### src/hdl/ntc_pkg.sv
// ----------------------------------------------------------------------------
// ntc_pkg
// Shared types and constants of the thermistor table interpolator.
// ----------------------------------------------------------------------------
`timescale 1ns / 1ps

package ntc_pkg;

  localparam int ResW  = 24;
  localparam int RawW  = 16;
  localparam int TempW = 14;
  localparam int PtsW  = 6;
  localparam int ProdW = ResW + RawW;
  localparam int AddrW = 4;

  localparam logic [ResW-1:0] ResMax = {ResW{1'b1}};

  // Configuration register indexes (byte address bits [3:2]).
  localparam logic [1:0] RegBottom = 2'd0;
  localparam logic [1:0] RegFull   = 2'd1;
  localparam logic [1:0] RegPoints = 2'd2;

  typedef enum logic [1:0] {
    RANGE_INTERP = 2'd0,
    RANGE_HOT    = 2'd1,
    RANGE_COLD   = 2'd2,
    RANGE_KEEP   = 2'd3
  } range_e;

  typedef enum logic [3:0] {
    S_IDLE, S_RES, S_DIVR, S_WAITR, S_RD0, S_CHK0, S_CHKN,
    S_SCAN, S_DIVT, S_WAITT, S_FIN
  } state_e;

  typedef enum logic [1:0] { RS_MAX, RS_ZERO, RS_QUOT } res_src_e;
  typedef enum logic [1:0] { TS_RD, TS_HI, TS_LAST, TS_INTERP } temp_src_e;
  typedef enum logic [1:0] { AS_ZERO, AS_LAST, AS_ONE, AS_NEXT } addr_sel_e;

  typedef struct packed {
    logic      accept_item;
    logic      write_entry;
    logic      load_prod;
    logic      div_start;
    logic      div_interp;
    logic      load_res;
    res_src_e  res_src;
    logic      rd_en;
    addr_sel_e addr_sel;
    logic      load_hi;
    logic      idx_init;
    logic      idx_inc;
    logic      load_num;
    logic      load_temp;
    temp_src_e temp_src;
    range_e    range;
    logic      publish;
  } cmd_t;

  typedef struct packed {
    logic raw_zero;
    logic raw_over;
    logic div_done;
    logic r_ge_rd;
    logic r_le_rd;
    logic in_seg;
    logic span_zero;
    logic idx_last;
    logic out_busy;
  } sts_t;

endpackage

### src/hdl/ntc_div.sv
// ----------------------------------------------------------------------------
// ntc_div
// Restoring unsigned divider, one quotient bit per cycle.
// ----------------------------------------------------------------------------
`timescale 1ns / 1ps

module ntc_div #(
  parameter int DW = 40,
  parameter int VW = 24
) (
  input  logic          clk_i,
  input  logic          rst_ni,
  input  logic          start_i,
  input  logic [DW-1:0] dividend_i,
  input  logic [VW-1:0] divisor_i,
  output logic          done_o,
  output logic [DW-1:0] quotient_o
);

  localparam int CW = $clog2(DW + 1);

  logic [VW-1:0] rem_q, rem_d, div_q;
  logic [DW-1:0] quo_q, quo_d;
  logic [CW-1:0] cnt_q;
  logic          busy_q, done_q;
  logic [VW:0]   shifted, trial;

  always_comb begin
    shifted = {rem_q, quo_q[DW-1]};
    trial   = shifted - {1'b0, div_q};
    if (shifted >= {1'b0, div_q}) begin
      rem_d = trial[VW-1:0];
      quo_d = {quo_q[DW-2:0], 1'b1};
    end else begin
      rem_d = shifted[VW-1:0];
      quo_d = {quo_q[DW-2:0], 1'b0};
    end
  end

  always_ff @(posedge clk_i or negedge rst_ni) begin
    if (!rst_ni) begin
      busy_q <= 1'b0;
      done_q <= 1'b0;
      cnt_q  <= '0;
    end else begin
      done_q <= 1'b0;
      if (start_i) begin
        busy_q <= 1'b1;
        cnt_q  <= '0;
      end else if (busy_q) begin
        cnt_q <= cnt_q + 1'b1;
        if (cnt_q == CW'(DW - 1)) begin
          busy_q <= 1'b0;
          done_q <= 1'b1;
        end
      end
    end
  end

  always_ff @(posedge clk_i) begin
    if (start_i) begin
      rem_q <= '0;
      quo_q <= dividend_i;
      div_q <= divisor_i;
    end else if (busy_q) begin
      rem_q <= rem_d;
      quo_q <= quo_d;
    end
  end

  assign done_o     = done_q;
  assign quotient_o = quo_q;

endmodule

### src/hdl/ntc_dp.sv
// ----------------------------------------------------------------------------
// ntc_dp
// Datapath: calibration memory, divider resistance, segment interpolation.
// ----------------------------------------------------------------------------
`timescale 1ns / 1ps

module ntc_dp #(
  parameter int MAX_POINTS = 32
) (
  input  logic                              clk_i,
  input  logic                              rst_ni,
  input  ntc_pkg::cmd_t                     cmd_i,
  output ntc_pkg::sts_t                     sts_o,
  input  logic [ntc_pkg::ResW-1:0]          bottom_i,
  input  logic [ntc_pkg::RawW-1:0]          full_i,
  input  logic [ntc_pkg::PtsW-1:0]          points_i,
  input  logic [ntc_pkg::RawW-1:0]          raw_sample_i,
  input  logic [4:0]                        entry_index_i,
  input  logic [ntc_pkg::ResW-1:0]          entry_resistance_i,
  input  logic signed [ntc_pkg::TempW-1:0]  entry_temperature_i,
  input  logic                              out_ready_i,
  output logic                              out_valid_o,
  output logic signed [ntc_pkg::TempW-1:0]  temperature_o,
  output logic [ntc_pkg::ResW-1:0]          measured_resistance_o,
  output logic [1:0]                        range_status_o
);

  localparam int IW = (MAX_POINTS > 1) ? $clog2(MAX_POINTS) : 1;
  localparam int RW = ntc_pkg::ResW;
  localparam int TW = ntc_pkg::TempW;
  localparam int PW = ntc_pkg::ProdW;

  logic [RW+TW-1:0] mem [MAX_POINTS];
  logic [RW+TW-1:0] rdata_q;
  logic [IW-1:0]    rd_addr, idx_q;
  logic [7:0]       widx, pts8, n8, last8;
  logic [IW-1:0]    last_idx;

  logic [ntc_pkg::RawW-1:0] raw_q;
  logic [PW-1:0]            prod_q;
  logic [RW-1:0]            r_q, hi_res_q;
  logic signed [TW-1:0]     hi_temp_q, last_t_q, res_t_q;
  logic [1:0]               res_st_q;
  logic signed [PW-1:0]     num_q;

  logic [RW-1:0]        rd_res;
  logic signed [TW-1:0] rd_temp;

  logic                 div_done;
  logic [PW-1:0]        div_dividend, div_quot, num_mag;
  logic [RW-1:0]        div_divisor;

  logic signed [TW:0]   dt, off, t_sum;
  logic signed [RW:0]   diff;
  logic [TW-1:0]        q_lo;

  logic                       out_valid_q;
  logic signed [TW-1:0]       out_t_q;
  logic [RW-1:0]              out_r_q;
  logic [1:0]                 out_st_q;

  assign rd_res  = rdata_q[RW+TW-1:TW];
  assign rd_temp = $signed(rdata_q[TW-1:0]);

  // Clamp the number of points in use to between two and the table size.
  always_comb begin
    pts8 = {2'b0, points_i};
    if (pts8 < 8'd2) begin
      n8 = 8'd2;
    end else if (pts8 > 8'(MAX_POINTS)) begin
      n8 = 8'(MAX_POINTS);
    end else begin
      n8 = pts8;
    end
    last8    = n8 - 8'd1;
    last_idx = last8[IW-1:0];
    widx     = {3'b0, entry_index_i};
  end

  always_comb begin
    case (cmd_i.addr_sel)
      ntc_pkg::AS_ZERO: rd_addr = '0;
      ntc_pkg::AS_LAST: rd_addr = last_idx;
      ntc_pkg::AS_ONE:  rd_addr = IW'(1);
      default:          rd_addr = idx_q + 1'b1;
    endcase
  end

  always_ff @(posedge clk_i) begin
    if (cmd_i.write_entry && (widx < 8'(MAX_POINTS))) begin
      mem[widx[IW-1:0]] <= {entry_resistance_i, entry_temperature_i};
    end
    if (cmd_i.rd_en) begin
      rdata_q <= mem[rd_addr];
    end
  end

  // Shared divider: resistance ratio first, then the interpolation offset.
  assign num_mag = num_q[PW-1] ? PW'(-num_q) : PW'(num_q);

  always_comb begin
    if (cmd_i.div_interp) begin
      div_dividend = num_mag;
      div_divisor  = hi_res_q - rd_res;
    end else begin
      div_dividend = prod_q;
      div_divisor  = {{(RW-ntc_pkg::RawW){1'b0}}, raw_q};
    end
  end

  ntc_div #(.DW(PW), .VW(RW)) u_div (
    .clk_i      (clk_i),
    .rst_ni     (rst_ni),
    .start_i    (cmd_i.div_start),
    .dividend_i (div_dividend),
    .divisor_i  (div_divisor),
    .done_o     (div_done),
    .quotient_o (div_quot)
  );

  always_comb begin
    dt    = (TW+1)'(rd_temp) - (TW+1)'(hi_temp_q);
    diff  = $signed({1'b0, hi_res_q - r_q});
    q_lo  = div_quot[TW-1:0];
    off   = num_q[PW-1] ? -$signed({1'b0, q_lo}) : $signed({1'b0, q_lo});
    t_sum = (TW+1)'(hi_temp_q) + off;
  end

  always_ff @(posedge clk_i) begin
    if (cmd_i.accept_item) begin
      raw_q <= raw_sample_i;
    end
    if (cmd_i.load_prod) begin
      prod_q <= PW'(bottom_i) * PW'(full_i - raw_q);
    end
    if (cmd_i.load_res) begin
      case (cmd_i.res_src)
        ntc_pkg::RS_MAX:  r_q <= ntc_pkg::ResMax;
        ntc_pkg::RS_ZERO: r_q <= '0;
        default:          r_q <= (|div_quot[PW-1:RW]) ? ntc_pkg::ResMax : div_quot[RW-1:0];
      endcase
    end
    if (cmd_i.load_hi) begin
      hi_res_q  <= rd_res;
      hi_temp_q <= rd_temp;
    end
    if (cmd_i.idx_init) begin
      idx_q <= IW'(1);
    end else if (cmd_i.idx_inc) begin
      idx_q <= idx_q + 1'b1;
    end
    if (cmd_i.load_num) begin
      num_q <= PW'(dt) * PW'(diff);
    end
    if (cmd_i.load_temp) begin
      res_st_q <= cmd_i.range;
      case (cmd_i.temp_src)
        ntc_pkg::TS_RD:   res_t_q <= rd_temp;
        ntc_pkg::TS_HI:   res_t_q <= hi_temp_q;
        ntc_pkg::TS_LAST: res_t_q <= last_t_q;
        default:          res_t_q <= t_sum[TW-1:0];
      endcase
    end
    if (cmd_i.publish) begin
      out_t_q  <= res_t_q;
      out_r_q  <= r_q;
      out_st_q <= res_st_q;
    end
  end

  always_ff @(posedge clk_i or negedge rst_ni) begin
    if (!rst_ni) begin
      out_valid_q <= 1'b0;
      last_t_q    <= '0;
    end else begin
      if (cmd_i.publish) begin
        out_valid_q <= 1'b1;
        last_t_q    <= res_t_q;
      end else if (out_ready_i) begin
        out_valid_q <= 1'b0;
      end
    end
  end

  always_comb begin
    sts_o.raw_zero  = (raw_q == '0);
    sts_o.raw_over  = (raw_q > full_i);
    sts_o.div_done  = div_done;
    sts_o.r_ge_rd   = (r_q >= rd_res);
    sts_o.r_le_rd   = (r_q <= rd_res);
    sts_o.in_seg    = (r_q <= hi_res_q) && (r_q >= rd_res);
    sts_o.span_zero = (hi_res_q == rd_res);
    sts_o.idx_last  = (idx_q == last_idx);
    sts_o.out_busy  = out_valid_q && !out_ready_i;
  end

  assign out_valid_o           = out_valid_q;
  assign temperature_o         = out_t_q;
  assign measured_resistance_o = out_r_q;
  assign range_status_o        = out_st_q;

endmodule

### src/hdl/ntc_ctrl.sv
// ----------------------------------------------------------------------------
// ntc_ctrl
// Controller state machine sequencing one conversion through the datapath.
// ----------------------------------------------------------------------------
`timescale 1ns / 1ps

module ntc_ctrl (
  input  logic          clk_i,
  input  logic          rst_ni,
  input  logic          in_valid_i,
  input  logic          action_i,
  output logic          in_ready_o,
  input  ntc_pkg::sts_t sts_i,
  output ntc_pkg::cmd_t cmd_o
);

  ntc_pkg::state_e state_q, state_d;

  always_ff @(posedge clk_i or negedge rst_ni) begin
    if (!rst_ni) begin
      state_q <= ntc_pkg::S_IDLE;
    end else begin
      state_q <= state_d;
    end
  end

  always_comb begin
    state_d = state_q;
    unique case (state_q)
      ntc_pkg::S_IDLE: begin
        if (in_valid_i && !action_i) state_d = ntc_pkg::S_RES;
      end
      ntc_pkg::S_RES: begin
        if (sts_i.raw_zero || sts_i.raw_over) state_d = ntc_pkg::S_RD0;
        else state_d = ntc_pkg::S_DIVR;
      end
      ntc_pkg::S_DIVR:  state_d = ntc_pkg::S_WAITR;
      ntc_pkg::S_WAITR: begin
        if (sts_i.div_done) state_d = ntc_pkg::S_RD0;
      end
      ntc_pkg::S_RD0:   state_d = ntc_pkg::S_CHK0;
      ntc_pkg::S_CHK0: begin
        state_d = sts_i.r_ge_rd ? ntc_pkg::S_FIN : ntc_pkg::S_CHKN;
      end
      ntc_pkg::S_CHKN: begin
        state_d = sts_i.r_le_rd ? ntc_pkg::S_FIN : ntc_pkg::S_SCAN;
      end
      ntc_pkg::S_SCAN: begin
        if (sts_i.in_seg) begin
          state_d = sts_i.span_zero ? ntc_pkg::S_FIN : ntc_pkg::S_DIVT;
        end else if (sts_i.idx_last) begin
          state_d = ntc_pkg::S_FIN;
        end
      end
      ntc_pkg::S_DIVT:  state_d = ntc_pkg::S_WAITT;
      ntc_pkg::S_WAITT: begin
        if (sts_i.div_done) state_d = ntc_pkg::S_FIN;
      end
      ntc_pkg::S_FIN: begin
        if (!sts_i.out_busy) state_d = ntc_pkg::S_IDLE;
      end
      default: state_d = ntc_pkg::S_IDLE;
    endcase
  end

  always_comb begin
    cmd_o          = '0;
    cmd_o.res_src  = ntc_pkg::RS_QUOT;
    cmd_o.addr_sel = ntc_pkg::AS_ZERO;
    cmd_o.temp_src = ntc_pkg::TS_RD;
    cmd_o.range    = ntc_pkg::RANGE_INTERP;
    in_ready_o     = 1'b0;
    unique case (state_q)
      ntc_pkg::S_IDLE: begin
        in_ready_o        = 1'b1;
        cmd_o.write_entry = in_valid_i && action_i;
        cmd_o.accept_item = in_valid_i && !action_i;
      end
      ntc_pkg::S_RES: begin
        if (sts_i.raw_zero) begin
          cmd_o.load_res = 1'b1;
          cmd_o.res_src  = ntc_pkg::RS_MAX;
        end else if (sts_i.raw_over) begin
          cmd_o.load_res = 1'b1;
          cmd_o.res_src  = ntc_pkg::RS_ZERO;
        end else begin
          cmd_o.load_prod = 1'b1;
        end
      end
      ntc_pkg::S_DIVR: cmd_o.div_start = 1'b1;
      ntc_pkg::S_WAITR: begin
        cmd_o.load_res = sts_i.div_done;
      end
      ntc_pkg::S_RD0: cmd_o.rd_en = 1'b1;
      ntc_pkg::S_CHK0: begin
        cmd_o.load_hi = 1'b1;
        if (sts_i.r_ge_rd) begin
          cmd_o.load_temp = 1'b1;
          cmd_o.range     = ntc_pkg::RANGE_COLD;
        end else begin
          cmd_o.rd_en    = 1'b1;
          cmd_o.addr_sel = ntc_pkg::AS_LAST;
        end
      end
      ntc_pkg::S_CHKN: begin
        if (sts_i.r_le_rd) begin
          cmd_o.load_temp = 1'b1;
          cmd_o.range     = ntc_pkg::RANGE_HOT;
        end else begin
          cmd_o.rd_en    = 1'b1;
          cmd_o.addr_sel = ntc_pkg::AS_ONE;
          cmd_o.idx_init = 1'b1;
        end
      end
      ntc_pkg::S_SCAN: begin
        if (sts_i.in_seg) begin
          if (sts_i.span_zero) begin
            cmd_o.load_temp = 1'b1;
            cmd_o.temp_src  = ntc_pkg::TS_HI;
          end else begin
            cmd_o.load_num = 1'b1;
          end
        end else if (sts_i.idx_last) begin
          cmd_o.load_temp = 1'b1;
          cmd_o.temp_src  = ntc_pkg::TS_LAST;
          cmd_o.range     = ntc_pkg::RANGE_KEEP;
        end else begin
          cmd_o.load_hi  = 1'b1;
          cmd_o.idx_inc  = 1'b1;
          cmd_o.rd_en    = 1'b1;
          cmd_o.addr_sel = ntc_pkg::AS_NEXT;
        end
      end
      ntc_pkg::S_DIVT: begin
        cmd_o.div_start  = 1'b1;
        cmd_o.div_interp = 1'b1;
      end
      ntc_pkg::S_WAITT: begin
        cmd_o.load_temp = sts_i.div_done;
        cmd_o.temp_src  = ntc_pkg::TS_INTERP;
      end
      ntc_pkg::S_FIN: cmd_o.publish = !sts_i.out_busy;
      default: ;
    endcase
  end

endmodule

### src/hdl/ntc_table_interpolator.sv
// ----------------------------------------------------------------------------
// ntc_table_interpolator
// NTC thermistor divider to temperature conversion by table interpolation.
// ----------------------------------------------------------------------------
//
//   Channel  Direction  Handshake                 Payload
//   in       input      in_valid_i / in_ready_o   action, raw_sample, entry_*
//   out      output     out_valid_o / out_ready_i temperature, resistance, status
//   apb      input      psel/penable/pwrite       paddr, pwdata, prdata
//
// A table load beat is written to memory when accepted. A conversion's
// result clamps at the cold or hot end of the table or is interpolated:
// the 40-step shared divider runs once for the ratio and once for the
// offset, and the scan reads one entry per cycle through the single
// memory read port. A zero or over-range sample skips the ratio division.
// Reset returns the controller to idle, clears the result valid flag and
// the previous temperature, and sets the configuration registers to their
// defaults; the table contents are undefined until loaded. A new beat is
// taken while a result waits; a stalled output holds the finished
// conversion in its last state.
// ----------------------------------------------------------------------------
`timescale 1ns / 1ps

module ntc_table_interpolator #(
  parameter int MAX_POINTS = 32
) (
  input  logic                              clk_i,
  input  logic                              rst_ni,
  // APB-style configuration port
  input  logic                              psel,
  input  logic                              penable,
  input  logic                              pwrite,
  input  logic [ntc_pkg::AddrW-1:0]         paddr,
  input  logic [31:0]                       pwdata,
  output logic [31:0]                       prdata,
  output logic                              pready,
  // Input beats
  input  logic                              in_valid_i,
  output logic                              in_ready_o,
  input  logic                              action_i,
  input  logic [ntc_pkg::RawW-1:0]          raw_sample_i,
  input  logic [4:0]                        entry_index_i,
  input  logic [ntc_pkg::ResW-1:0]          entry_resistance_i,
  input  logic signed [ntc_pkg::TempW-1:0]  entry_temperature_i,
  // Result beats
  output logic                              out_valid_o,
  input  logic                              out_ready_i,
  output logic signed [ntc_pkg::TempW-1:0]  temperature_o,
  output logic [ntc_pkg::ResW-1:0]          measured_resistance_o,
  output logic [1:0]                        range_status_o
);

  logic [ntc_pkg::ResW-1:0] bottom_q;
  logic [ntc_pkg::RawW-1:0] full_q;
  logic [ntc_pkg::PtsW-1:0] points_q;
  logic                     cfg_we;

  ntc_pkg::cmd_t cmd;
  ntc_pkg::sts_t sts;

  // Registers are written in the access phase; the bus never stalls.
  assign pready = 1'b1;
  assign cfg_we = psel && penable && pwrite;

  always_ff @(posedge clk_i or negedge rst_ni) begin
    if (!rst_ni) begin
      bottom_q <= ntc_pkg::ResW'(10000);
      full_q   <= ntc_pkg::RawW'(4095);
      points_q <= ntc_pkg::PtsW'(2);
    end else if (cfg_we) begin
      case (paddr[3:2])
        ntc_pkg::RegBottom: bottom_q <= pwdata[ntc_pkg::ResW-1:0];
        ntc_pkg::RegFull:   full_q   <= pwdata[ntc_pkg::RawW-1:0];
        ntc_pkg::RegPoints: points_q <= pwdata[ntc_pkg::PtsW-1:0];
        default: ;
      endcase
    end
  end

  always_comb begin
    unique case (paddr[3:2])
      ntc_pkg::RegBottom: prdata = {8'b0, bottom_q};
      ntc_pkg::RegFull:   prdata = {16'b0, full_q};
      ntc_pkg::RegPoints: prdata = {26'b0, points_q};
      default:            prdata = '0;
    endcase
  end

  ntc_ctrl u_ctrl (
    .clk_i      (clk_i),
    .rst_ni     (rst_ni),
    .in_valid_i (in_valid_i),
    .action_i   (action_i),
    .in_ready_o (in_ready_o),
    .sts_i      (sts),
    .cmd_o      (cmd)
  );

  ntc_dp #(.MAX_POINTS(MAX_POINTS)) u_dp (
    .clk_i                 (clk_i),
    .rst_ni                (rst_ni),
    .cmd_i                 (cmd),
    .sts_o                 (sts),
    .bottom_i              (bottom_q),
    .full_i                (full_q),
    .points_i              (points_q),
    .raw_sample_i          (raw_sample_i),
    .entry_index_i         (entry_index_i),
    .entry_resistance_i    (entry_resistance_i),
    .entry_temperature_i   (entry_temperature_i),
    .out_ready_i           (out_ready_i),
    .out_valid_o           (out_valid_o),
    .temperature_o         (temperature_o),
    .measured_resistance_o (measured_resistance_o),
    .range_status_o        (range_status_o)
  );

endmodule
### config.mk
export PLATFORM = sky130hd
export DESIGN_NAME = ntc_table_interpolator
export DESIGN_NICKNAME = d
export VERILOG_FILES = /design/src/hdl/ntc_pkg.sv /design/src/hdl/ntc_div.sv /design/src/hdl/ntc_dp.sv /design/src/hdl/ntc_ctrl.sv /design/src/hdl/ntc_table_interpolator.sv
export SDC_FILE = /design/constraint.sdc
export NUM_CORES = 2
export LEC_CHECK = 0
export ABC_CLOCK_PERIOD_IN_PS = 11550
export BUFFER_PORTS_ARGS = -buffer_cell sky130_fd_sc_hd__clkbuf_2
export CORE_ASPECT_RATIO = 1.5
export CORE_MARGIN = 2
export CORE_UTILIZATION = 60
export CTS_CLUSTER_SIZE = 12
export DETAILED_ROUTE_END_ITERATION = 16
export MAX_ROUTING_LAYER = met4
export PLACE_DENSITY = 0.77
export SLEW_MARGIN = 10
export SYNTH_ARGS = -nofsm -noshare
export SYNTH_HDL_FRONTEND = slang
export SYNTH_SLANG_ARGS = --single-unit
### constraint.sdc
create_clock -name clk_i -period 11.55 [get_ports clk_i]
set_input_delay 2.31 -clock clk_i [delete_from_list [all_inputs] [get_ports clk_i]]
set_output_delay 2.31 -clock clk_i [all_outputs]
set_load 0.005 [all_outputs]
==> flow_results.xml <==
<?xml version="1.0" encoding="UTF-8"?>
<metrics>
  <group name="status">
    <metric name="run_status" unit="">finished, final reports clean</metric>
  </group>
  <group name="synthesis">
    <metric name="yosys_warnings" unit="">0</metric>
    <metric name="synth_top_cell_area_share" unit="">0.472</metric>
    <metric name="synth_flop_cell" unit="">edfxtp_1</metric>
    <metric name="mappedNetlistArea" unit="sq um">97600</metric>
    <metric name="synth.top_cells.by_count" unit="">edfxtp_1 (1532), nand2_1 (1258), inv_1 (924), fa_1 (736), nor2_1 (501)</metric>
    <metric name="synth_sequential_area_ratio" unit="">0.496</metric>
    <metric name="synth-simple-area-share" unit="">0.120</metric>
    <metric name="yosys-top-cells-area" unit="">edfxtp_1 (47%), fa_1 (15%), nand2_1 (4.8%)</metric>
    <metric name="synth_adder_area_share" unit="">0.198</metric>
    <metric name="synth-edff-count" unit="">1532</metric>
    <metric name="async_reset_ff_frac" unit="">0.0447</metric>
    <metric name="synth_top_family_by_area" unit="">adder cells</metric>
    <metric name="syn-instance-count" unit="">8470</metric>
    <metric name="synth_seq_cells" unit="">1634</metric>
    <metric name="post_synth_mux_area_share" unit="">0.0274</metric>
    <metric name="avgSynthCellArea" unit="sq um">11.5</metric>
    <metric name="synth_compound_area_frac" unit="">0.0808</metric>
    <metric name="yosys.cell_types.count" unit="">82</metric>
    <metric name="synth.most_common_cell" unit="">edfxtp_1</metric>
    <metric name="yosys.area_share.xor_xnor" unit="">0.0227</metric>
    <metric name="netlist.top_cell.by_area" unit="">edfxtp_1</metric>
  </group>
  <group name="sta">
    <metric name="timing.max_slew.rel_slack" unit="">0.156</metric>
    <metric name="report.final.setup_viol" unit="">0</metric>
    <metric name="fin_tns_setup" unit="ns">0</metric>
    <metric name="worstMarginPinSlew" unit="ns">1.25</metric>
    <metric name="fmaxAchievable" unit="GHz">0.0921</metric>
    <metric name="clock-skew-final" unit="ns">0.0425</metric>
    <metric name="rsz0062_at_grt" unit="">no</metric>
    <metric name="timing.final.max_slew_violations" unit="">0</metric>
    <metric name="final_hold_viol_count" unit="">0</metric>
    <metric name="post-route-period-util" unit="">0.940</metric>
    <metric name="period_minus_slack" unit="ns">10.86</metric>
  </group>
  <group name="placed_design">
    <metric name="finalWeightedCongestion" unit="">1.02</metric>
    <metric name="place.detailed.hpwl" unit="mm">187</metric>
    <metric name="port-buffer-count" unit="">158</metric>
  </group>
  <group name="critical_path">
    <metric name="cp-endpoint" unit="">u_dp.prod_q[39]</metric>
    <metric name="cp-start-kind" unit="">flop</metric>
    <metric name="regToRegStartpoint" unit="">full_q[0]</metric>
    <metric name="crit_path_end_kind" unit="">flop</metric>
    <metric name="cp_slowest_stage_delay" unit="ns">0.74</metric>
    <metric name="critical_path_class" unit="">reg2reg</metric>
    <metric name="worst-r2r-setup-slack" unit="ns">0.69</metric>
    <metric name="timing.critical_path.fanout_max" unit="">25</metric>
    <metric name="timing.critical_path.required" unit="ns">12.11</metric>
    <metric name="cpMostUsedCell" unit="">fa_1</metric>
    <metric name="worst_r2r_endpoint" unit="">u_dp.prod_q[39]</metric>
    <metric name="critPathSlowestCell" unit="">fa_1</metric>
    <metric name="timing.critical_path.from" unit="">full_q[0]</metric>
    <metric name="worstRegToRegCells" unit="">34</metric>
    <metric name="cp_data_arrival_time" unit="ns">11.42</metric>
  </group>
  <group name="global_route">
    <metric name="grtUsageMet1" unit="">0.369</metric>
    <metric name="grt_most_used_layer" unit="">met2</metric>
    <metric name="met2_usage" unit="">0.569</metric>
    <metric name="grt_max_degree" unit="">163</metric>
    <metric name="grt_ovf" unit="">0</metric>
    <metric name="global_route.usage.total" unit="">0.339</metric>
    <metric name="initial_antenna_violation_count" unit="">16</metric>
    <metric name="use_met3" unit="">0.0567</metric>
    <metric name="grt_pass1_wl" unit="mm">408</metric>
    <metric name="grt_pass1_vias" unit="">69414</metric>
  </group>
  <group name="clocking">
    <metric name="clock_tree.buffer_depth" unit="">3</metric>
    <metric name="cts_resized" unit="">0</metric>
    <metric name="clk_root_buf" unit="">clkbuf_16</metric>
    <metric name="cts.sink_count" unit="">1634</metric>
    <metric name="htreeDepth" unit="">4</metric>
    <metric name="cts.clk_slew.worst_paths" unit="ns">0.06</metric>
    <metric name="post_cts_buffers" unit="">0</metric>
    <metric name="tritoncts.num_buffers" unit="">162</metric>
    <metric name="clock_tree_from_tritoncts" unit="">done</metric>
    <metric name="worstSkewPairLatency" unit="ns">0.83</metric>
    <metric name="cts-hold-fix-buffers" unit="">0</metric>
  </group>
  <group name="worst_hold_path">
    <metric name="holdCritStartpoint" unit="">u_dp.res_st_q[1]</metric>
    <metric name="hold_class" unit="">reg2reg</metric>
  </group>
  <group name="finish">
    <metric name="areaGrowthSynthToFinish" unit="%">8.30</metric>
    <metric name="final_nets" unit="">9741</metric>
    <metric name="ratio_of_cells_with_drive_above_1_in_the_final_layout" unit="">0.0775</metric>
  </group>
  <group name="die">
    <metric name="design.core.area" unit="sq um">162000</metric>
    <metric name="boundaryPins" unit="">178</metric>
    <metric name="start_util" unit="">0.603</metric>
    <metric name="die-area" unit="sq um">166000</metric>
    <metric name="dieHeight" unit="um">498</metric>
    <metric name="die_x" unit="um">333</metric>
    <metric name="floorplan.rows" unit="">181</metric>
  </group>
  <group name="routing">
    <metric name="drtPass1Iterations" unit="">6</metric>
    <metric name="drt_iter0_markers" unit="">6371</metric>
    <metric name="wl_per_cell" unit="um">25.3</metric>
    <metric name="num_vias" unit="">66557</metric>
    <metric name="postRouteWirelength" unit="mm">271</metric>
    <metric name="avg_vias_per_cell" unit="">6.21</metric>
    <metric name="drt_drc_violations_left" unit="">0</metric>
    <metric name="antenna_violating_nets_post_route" unit="">0</metric>
  </group>
  <group name="job">
    <metric name="timing.max_cap.violations" unit="">0</metric>
  </group>
</metrics>
-- metal layers --
metal	wire [um]	part of all wire	up-vias
met3	21300	0.079	984
met5	0	0	-
met1	90700	0.33	33252
met4	22500	0.083	0
li1	-	-	29010
met2	136000	0.50	3311
-- metrics by stage --
| stage | setup WS [ns] | instances | hold WS (ns) | cell area, sq um | util |
|---|---|---|---|---|---|
| 2_1_floorplan | 2.06 | 8477 | 0.400 | 97600 | - |
| 3_3_place_gp | 0.907 | 10472 | 0.413 | 101000 | 0.623 |
| 3_5_place_dp | 0.792 | 10472 | 0.405 | 101000 | 0.623 |
| 4_1_cts | 0.778 | 10701 | 0.417 | 106000 | 0.652 |
| 5_1_grt | 0.0985 | 10720 | 0.426 | 106000 | 0.653 |
| 6_report | 0.694 | 10722 | 0.422 | 106000 | 0.653 |
-- worst min-delay path by stage --
stage,slack [ns],depth (start not counted),endpoint
detailed placement,0.40,0,u_dp.range_status_o[0]
floorplan,0.40,0,u_dp.range_status_o[0]
global route,0.43,0,u_dp.range_status_o[1]
CTS,0.42,0,u_dp.range_status_o[0]
global placement,0.41,0,u_dp.range_status_o[0]
finish,0.42,0,u_dp.range_status_o[1]
-- state kept, by name, summed over array words and instances (netlist names), 2 cells and up --
signal / cells
u_dp.u_div.quotient_o: 40
u_dp.res_t_q: 14
u_dp.hi_temp_q: 14
u_dp.u_div.rem_q: 24
u_dp.res_st_q: 2
u_dp.rdata_q: 38
u_dp.idx_q: 5
u_dp.range_status_o: 2
u_dp.u_div.div_q: 24
u_ctrl.state_q: 4
u_dp.mem: 1216
u_dp.u_div.cnt_q: 6
u_dp.temperature_o: 14
u_dp.hi_res_q: 24
u_dp.prod_q: 40
points_q: 6
u_dp.last_t_q: 14
u_dp.measured_resistance_o: 24
full_q: 16
u_dp.raw_q: 16
u_dp.num_q: 40
bottom_q: 24
u_dp.r_q: 24
-- final cells by class --
class	count	area, sq um
antenna	21	52.6
clock buffer	196	4300
clock inverter	33	380
fill	11775	56300
inverter	924	3470
multi-input combinational	5512	44500
sequential	1634	48400
tap	2104	2630
timing repair buffer	298	1880
-- cell families after synthesis --
logic type | Yosys count
flops | 1634
buf+inv | 1331
compound gates | 1249
mux | 262
other cells | 2
xor+xnor | 251
fa+ha+maj | 1106
simple gates | 2635
-- layout by cell type (no fill, tap or decap), types with 22 or more instances in the layout --
| cell | netlist | routed |
|---|---|---|
| nand2b_1 | 87 | 87 |
| clkbuf_1 | 270 | 27 |
| xnor2_1 | 163 | 143 |
| fa_1 | 736 | 736 |
| inv_1 | 924 | 923 |
| a31oi_1 | 93 | 93 |
| nor2b_1 | 69 | 69 |
| o21ai_1 | 105 | 103 |
| nand4_1 | 27 | 27 |
| ha_1 | 370 | 370 |
| clkbuf_16 | 0 | 166 |
| o21bai_1 | 22 | 22 |
| mux2_2 | 43 | 43 |
| buf_4 | 16 | 138 |
| o21ai_0 | 298 | 297 |
| dfrtp_1 | 55 | 55 |
| mux2i_1 | 219 | 219 |
| and2_1 | 239 | 237 |
| and3_1 | 48 | 48 |
| xor2_1 | 87 | 84 |
| a32o_1 | 77 | 77 |
| nand3_1 | 269 | 269 |
| a21o_1 | 65 | 64 |
| edfxtp_1 | 1532 | 1532 |
| o31ai_1 | 30 | 30 |
| a221oi_1 | 80 | 80 |
| clkbuf_2 | 0 | 157 |
| a211oi_1 | 26 | 25 |
| nor3_1 | 52 | 47 |
| nand2_1 | 1258 | 1257 |
| dfxtp_1 | 29 | 29 |
| nor2_1 | 501 | 463 |
| a21oi_1 | 322 | 321 |
| or3_1 | 24 | 23 |
| nor2_4 | 0 | 36 |
-- worst max-delay path, delay by kind of cell, from the launching register on --
family                     cells  cell delay [ns]
buffers and inverters          4             0.38
xor gates and xnor gates       1             0.10
AOI/OAI and AO/OA             11             2.69
adders and majority gates     10             4.85
DFF                            1             0.53
and+or+nand+nor                8             2.03
Power is not shown: default switching activity piles up to over one toggle a cycle in this logic, so the estimate is an artifact.
